**src/sv/bki_pkg.sv**
```systemverilog
// Shared types, widths and field layout for the Bezier keyframe interpolator.
// No dependencies; used by bki_divider and bezier_keyframe_interpolator.
package bki_pkg;

    localparam int T_FRAC_BITS = 16;

    localparam int POS_W  = 31;
    localparam int VAL_W  = 32;
    localparam int CP_W   = VAL_W + 1;
    localparam int DIFF_W = CP_W + 1;
    localparam int T_W    = T_FRAC_BITS + 1;
    localparam int PROD_W = DIFF_W + T_W + 1;

    localparam logic [T_W-1:0] T_ONE = {1'b1, {T_FRAC_BITS{1'b0}}};
    localparam logic signed [PROD_W-1:0] T_HALF = PROD_W'(1) << (T_FRAC_BITS - 1);

    // input tdata layout
    localparam int IN_TDATA_W  = 256;
    localparam int IN_TUSER_W  = 4;
    localparam int FRAME_LSB   = 0;
    localparam int BPOS_LSB    = FRAME_LSB + POS_W;
    localparam int APOS_LSB    = BPOS_LSB + POS_W;
    localparam int BVAL_LSB    = APOS_LSB + POS_W;
    localparam int BCTRL_LSB   = BVAL_LSB + VAL_W;
    localparam int AVAL_LSB    = BCTRL_LSB + VAL_W;
    localparam int ACTRL_LSB   = AVAL_LSB + VAL_W;
    localparam int DVAL_LSB    = ACTRL_LSB + VAL_W;

    // input tuser layout
    localparam int U_ACTION    = 0;
    localparam int U_REVERSE   = 1;
    localparam int U_HAS_BEF   = 2;
    localparam int U_HAS_AFT   = 3;

    localparam int OUT_TDATA_W = 32;
    localparam int OUT_TUSER_W = 2;

    typedef enum logic [1:0] {
        SRC_DEFAULT = 2'd0,
        SRC_BEFORE  = 2'd1,
        SRC_AFTER   = 2'd2,
        SRC_INTERP  = 2'd3
    } src_t;

    // carried alongside the divider
    typedef struct packed {
        logic                    linear;
        src_t                    src;
        logic                    force_one;
        logic signed [VAL_W-1:0] hold;
        logic signed [VAL_W-1:0] bv;
        logic signed [VAL_W-1:0] av;
        logic signed [CP_W-1:0]  c1;
        logic signed [CP_W-1:0]  c2;
    } side_t;

endpackage

```
**src/sv/bki_divider.sv**
```systemverilog
// Pipelined restoring divider, one quotient bit per stage, with per-stage valid.
// Depends on bki_pkg (widths, side_t).
module bki_divider (
    input  logic                          aclk,
    input  logic                          aresetn,
    input  logic                          in_valid,
    output logic                          in_ready,
    input  logic [bki_pkg::POS_W-1:0]     in_dividend,
    input  logic [bki_pkg::POS_W-1:0]     in_divisor,
    input  bki_pkg::side_t                in_side,
    output logic                          out_valid,
    input  logic                          out_ready,
    output logic [bki_pkg::T_FRAC_BITS-1:0] out_quotient,
    output bki_pkg::side_t                out_side
);

    localparam int N  = bki_pkg::T_FRAC_BITS;
    localparam int PW = bki_pkg::POS_W;

    logic                 valid_reg [N];
    logic [PW-1:0]        rem_reg   [N];
    logic [PW-1:0]        div_reg   [N];
    logic [N-1:0]         quo_reg   [N];
    bki_pkg::side_t       side_reg  [N];

    logic                 enable    [N];
    logic                 src_valid [N];
    logic [PW-1:0]        src_rem   [N];
    logic [PW-1:0]        src_div   [N];
    logic [N-1:0]         src_quo   [N];
    bki_pkg::side_t       src_side  [N];
    logic [PW:0]          shl       [N];
    logic                 ge        [N];
    logic [PW-1:0]        rem_next  [N];
    logic [N-1:0]         quo_next  [N];

    always_comb begin
        enable[N-1] = !valid_reg[N-1] || out_ready;
        for (int k = N - 2; k >= 0; k--) begin
            enable[k] = !valid_reg[k] || enable[k+1];
        end
    end

    always_comb begin
        src_valid[0] = in_valid;
        src_rem[0]   = in_dividend;
        src_div[0]   = in_divisor;
        src_quo[0]   = '0;
        src_side[0]  = in_side;
        for (int k = 1; k < N; k++) begin
            src_valid[k] = valid_reg[k-1];
            src_rem[k]   = rem_reg[k-1];
            src_div[k]   = div_reg[k-1];
            src_quo[k]   = quo_reg[k-1];
            src_side[k]  = side_reg[k-1];
        end
        for (int k = 0; k < N; k++) begin
            shl[k]      = {src_rem[k], 1'b0};
            ge[k]       = shl[k] >= {1'b0, src_div[k]};
            rem_next[k] = ge[k] ? PW'(shl[k] - {1'b0, src_div[k]}) : shl[k][PW-1:0];
            quo_next[k] = {src_quo[k][N-2:0], ge[k]};
        end
    end

    always_ff @(posedge aclk) begin
        for (int k = 0; k < N; k++) begin
            if (!aresetn) begin
                valid_reg[k] <= 1'b0;
            end else if (enable[k]) begin
                valid_reg[k] <= src_valid[k];
            end
            if (enable[k]) begin
                rem_reg[k]  <= rem_next[k];
                div_reg[k]  <= src_div[k];
                quo_reg[k]  <= quo_next[k];
                side_reg[k] <= src_side[k];
            end
        end
    end

    assign in_ready     = enable[0];
    assign out_valid    = valid_reg[N-1];
    assign out_quotient = quo_reg[N-1];
    assign out_side     = side_reg[N-1];

    a_in_range: assert property (@(posedge aclk) disable iff (!aresetn)
        in_valid |-> (in_dividend < in_divisor) || (in_dividend == '0))
        else $error("divider fed a dividend not below its divisor");

    a_rem_below: assert property (@(posedge aclk) disable iff (!aresetn)
        valid_reg[N-1] |-> (rem_reg[N-1] < div_reg[N-1]) || (div_reg[N-1] == '0))
        else $error("final remainder not below divisor");

    a_out_hold: assert property (@(posedge aclk) disable iff (!aresetn)
        valid_reg[N-1] && !out_ready |=> valid_reg[N-1] && $stable(quo_reg[N-1]))
        else $error("stalled quotient lost or changed");

endmodule

```
**config.mk**
```make
export PLATFORM = sky130hd
export DESIGN_NAME = bki_divider
export DESIGN_NICKNAME = d
export VERILOG_FILES = /design/src/sv/bki_pkg.sv /design/src/sv/bki_divider.sv
export SDC_FILE = /design/constraint.sdc
export NUM_CORES = 2
export LEC_CHECK = 0
export BUFFER_PORTS_ARGS = -buffer_cell sky130_fd_sc_hd__buf_4
export CORE_ASPECT_RATIO = 1.1
export CORE_MARGIN = 10
export CORE_UTILIZATION = 45
export DETAILED_ROUTE_END_ITERATION = 12
export MAX_ROUTING_LAYER = met4
export SETUP_SLACK_MARGIN = 0.15
export SYNTH_ARGS = -nofsm -noshare
export SYNTH_HDL_FRONTEND = slang
export SYNTH_SLANG_ARGS = --single-unit
```
**constraint.sdc**
```tcl
create_clock -name aclk -period 116.6 [get_ports aclk]
set_clock_uncertainty 0.1 [all_clocks]
set_input_delay 29.15 -clock aclk [delete_from_list [all_inputs] [get_ports aclk]]
set_output_delay 29.15 -clock aclk [all_outputs]
set_load 0.03 [all_outputs]
```
==> results.cfg <==
[sta]
layout_min_cycle_time_ps = 64160
fin_crit_sh_pct = 55.0
setup_tns_ps = 0
hold_viol_final = 0
fmax_mhz = 15.6
hold_slack_ps = 243
slew-limit-headroom_pct = 16.4
slew_violations = 0
tightest_slew_ps = 1240
rsz0062_at_grt = no
setup_violations = 0
worst_slack_ps = 52440

[worst_setup_path]
crit_chain = buf_4 > nor2b_1 > nand2_4 > nor2_1 > and2_1 > and3_1 > and3_1 > inv_8 > nor2_1 > inv_8 > nor2_1 > nand2_4 > buf_4
r2r-start = valid_reg[1][7]$_DFFE_PP_
path_class = primary input to output pin
critPathBufInv = 4
crit_required_ps = 87350
path_max_fanout = 97
crit_slowest_cell = nor2_1
critPathLaunch = out_ready
critPathLaunchType = primary input
slowest_delay_ps = 650
cp-end-kind = output pin
cpMostUsedCell = nor2_1
cp.arrival_ps = 34910
cpLargestDelayFamily = simple AND/OR/NAND/NOR gates

[finish]
largest_register_ffs = 2656
final_cells = 13679
n_fill_cell = 25487
drive_gt1_share_pct = 13.6
design_area_mm2 = 0.164
nets = 9834
syn_to_final_growth_pct = 13.7
postLayoutCoreUtil_pct = 51.5

[hold_path]
hold_class = flop to flop
hold_path.startpoint = quo_reg[0][0]$_DFFE_PP_

[floorplan]
die_w_um = 559
std_cell_rows = 217
placeableCoreArea_mm2 = 0.318
start_util_pct = 45.3
ios = 416
die_area_mm2 = 0.343
die_y_um = 613

[clock_tree]
cts_tree = yes
clkTransAtPathRegs_ps = 60
clockBufferDepth = 4
cts_setup_buffers = 0
insertion_delay_ps = 930
cts.sinks = 3738
cts_resized = 0
htreeDepth = 5
root_buffer = clkbuf_16
cts_hold_buf = 0
numCtsBuffers = 371

[power_and_ir_drop]
vdd_drop_max_uv = 14.5
p_leak_nw = 63.8
p_total_mw = 3.94
power_density_mw_per_mm2 = 24.0

[global_route]
gr-total-overflow = 0
first_global_vias = 71505
antenna_found_initial = 18
grt_pass1_wl_um = 412000
grt_start_max_net_pins = 146
grt.total_usage_pct = 15.7

[yosys]
yosys_register_bits = 3738
ys_async_sr_fraction_pct = 0
syn_area_mm2 = 0.144
synth_ff_type = edfxtp_1
synth.avg_cell_area_um2 = 16.9
syn-num-nets = 9254
seq_area_frac_synth_pct = 77.9
synth_cell_types = 79
yosys_warnings = 0
synth_edf_count = 3737
netlist_instances = 8512

[place]
gp_congestion = 0.905
numPortBuffers = 415
placed_cell_area_mm2 = 0.152
placed_cells = 12989
hpwl_um = 185000
dp_slack_ps = 52350

[routing]
firstDrtPassIters = 6
drc = 0
wire_per_inst_um = 19.6
drtIter0Drc = 4379
postRouteWirelength_um = 269000
ant_nets = 0
num_vias = 69274
via_per_inst = 5.06

[status]
status = completed

[flow_run]
drv_cap = 0
==> path summary, 6_finish.rpt <==
kind / end / slack (ps) / depth (start not counted)
min: quo_reg[0][17]$_DFFE_PP_ / 240 / 0
max reg2reg: rem_reg[0][42]$_DFFE_PP_ / 109090 / 13
max: in_ready / 52440 / 13
min reg2reg: quo_reg[0][17]$_DFFE_PP_ / 240 / 0
==> area by class of cell <==
type,instances,area (um2),share of cell area (%)
Tap cell,4270,5340,3.26
Multi-Input combinational cell,3850,27900,17.0
Clock inverter,238,2650,1.62
Timing Repair Buffer,470,3590,2.19
Clock buffer,446,9630,5.88
Antenna cell,6,15.0,0.00916
Sequential cell,3738,112000,68.5
Inverter,661,2540,1.55
==> synthesized netlist by cell type, types with 12 or more instances <==
| cell type | count | share of area [%] |
|---|---|---|
| o21ai_0 | 328 | 1.1 |
| o41ai_1 | 12 | 0.073 |
| mux2_2 | 216 | 1.7 |
| o22ai_1 | 16 | 0.069 |
| nand4_1 | 59 | 0.26 |
| nand2_1 | 365 | 0.95 |
| a31oi_1 | 36 | 0.16 |
| o311ai_0 | 12 | 0.073 |
| o31a_1 | 12 | 0.073 |
| o211ai_1 | 22 | 0.11 |
| a21o_1 | 232 | 1.2 |
| xnor2_1 | 217 | 1.3 |
| fa_1 | 15 | 0.21 |
| a21boi_0 | 50 | 0.26 |
| a21oi_1 | 410 | 1.4 |
| o31ai_1 | 49 | 0.26 |
| buf_4 | 166 | 0.87 |
| a211o_1 | 25 | 0.15 |
| and3_1 | 60 | 0.26 |
| a2111oi_0 | 23 | 0.14 |
| a211oi_1 | 45 | 0.23 |
| or2_2 | 24 | 0.10 |
| o21bai_1 | 47 | 0.24 |
| nor3_1 | 82 | 0.28 |
| nor2b_1 | 61 | 0.26 |
| buf_2 | 31 | 0.11 |
| or3_1 | 30 | 0.13 |
| nand3_1 | 99 | 0.34 |
| xor2_1 | 148 | 0.90 |
| clkbuf_1 | 60 | 0.16 |
| inv_1 | 658 | 1.7 |
| ha_1 | 495 | 4.3 |
| edfxtp_1 | 3737 | 78 |
| mux2i_1 | 16 | 0.11 |
| nor2_1 | 343 | 0.89 |
| nor3b_1 | 14 | 0.073 |
| o21a_1 | 72 | 0.38 |
| and2_1 | 31 | 0.13 |
| nand2b_1 | 67 | 0.29 |
==> power breakdown <==
part / leakage [nW] / internal (mW) / switching, mW
logic: 18.3 / 0.421 / 0.540
clock network: 5.97 / 0.692 / 0.486
registers: 39.6 / 1.71 / 0.0881
total: 63.8 / 2.82 / 1.11
==> layout by cell type, fill, tap and decap left out, types with 15 or more instances in the layout <==
master     count
edfxtp_1    3737
clkinv_1      89
or3_1         30
a21oi_1      409
and2_1        31
mux2_2       216
o31ai_1       49
xor2_1       148
and3_1        60
clkbuf_16    374
nand2_1      358
clkbuf_1      72
o21bai_1      47
a2111oi_0     23
bufinv_16     45
fa_1          15
o211ai_1      22
nand2b_1      67
or2_2         24
nand4_1       59
a21boi_0      50
a31oi_1       35
o22ai_1       16
nand3_1       97
nor2b_1       61
ha_1         495
buf_4        465
o21ai_0      328
xnor2_1      217
a211oi_1      45
o21a_1        72
nor3_1        82
clkinv_2      68
inv_1        650
nor2_1       343
a21o_1       231
mux2i_1       16
a211o_1       25
==> worst reg2reg max path, delay by kind of cell (launching register included) <==
kind,cells,cell delay (ps)
DFF,1,340
buffers and inverters,5,2240
and+or+nand+nor,8,4390
==> per-layer routing <==
metal / share of wire [%] / track usage (%)
met5: 0 / -
met4: 3.4 / 5.24
met3: 4.5 / 2.57
met2: 50 / 27.1
met1: 42 / 18.9
==> kinds of logic after synthesis <==
logic type,after synthesis,share of synthesized area [%]
buf+inv,924,2.87
xor+xnor,365,2.22
compound gates,1469,6.49
flops,3738,77.9
fa+ha+maj,510,4.51
simple gates,1274,4.21
mux,232,1.80
No activity file was read; power rests on OpenSTA's default activity.
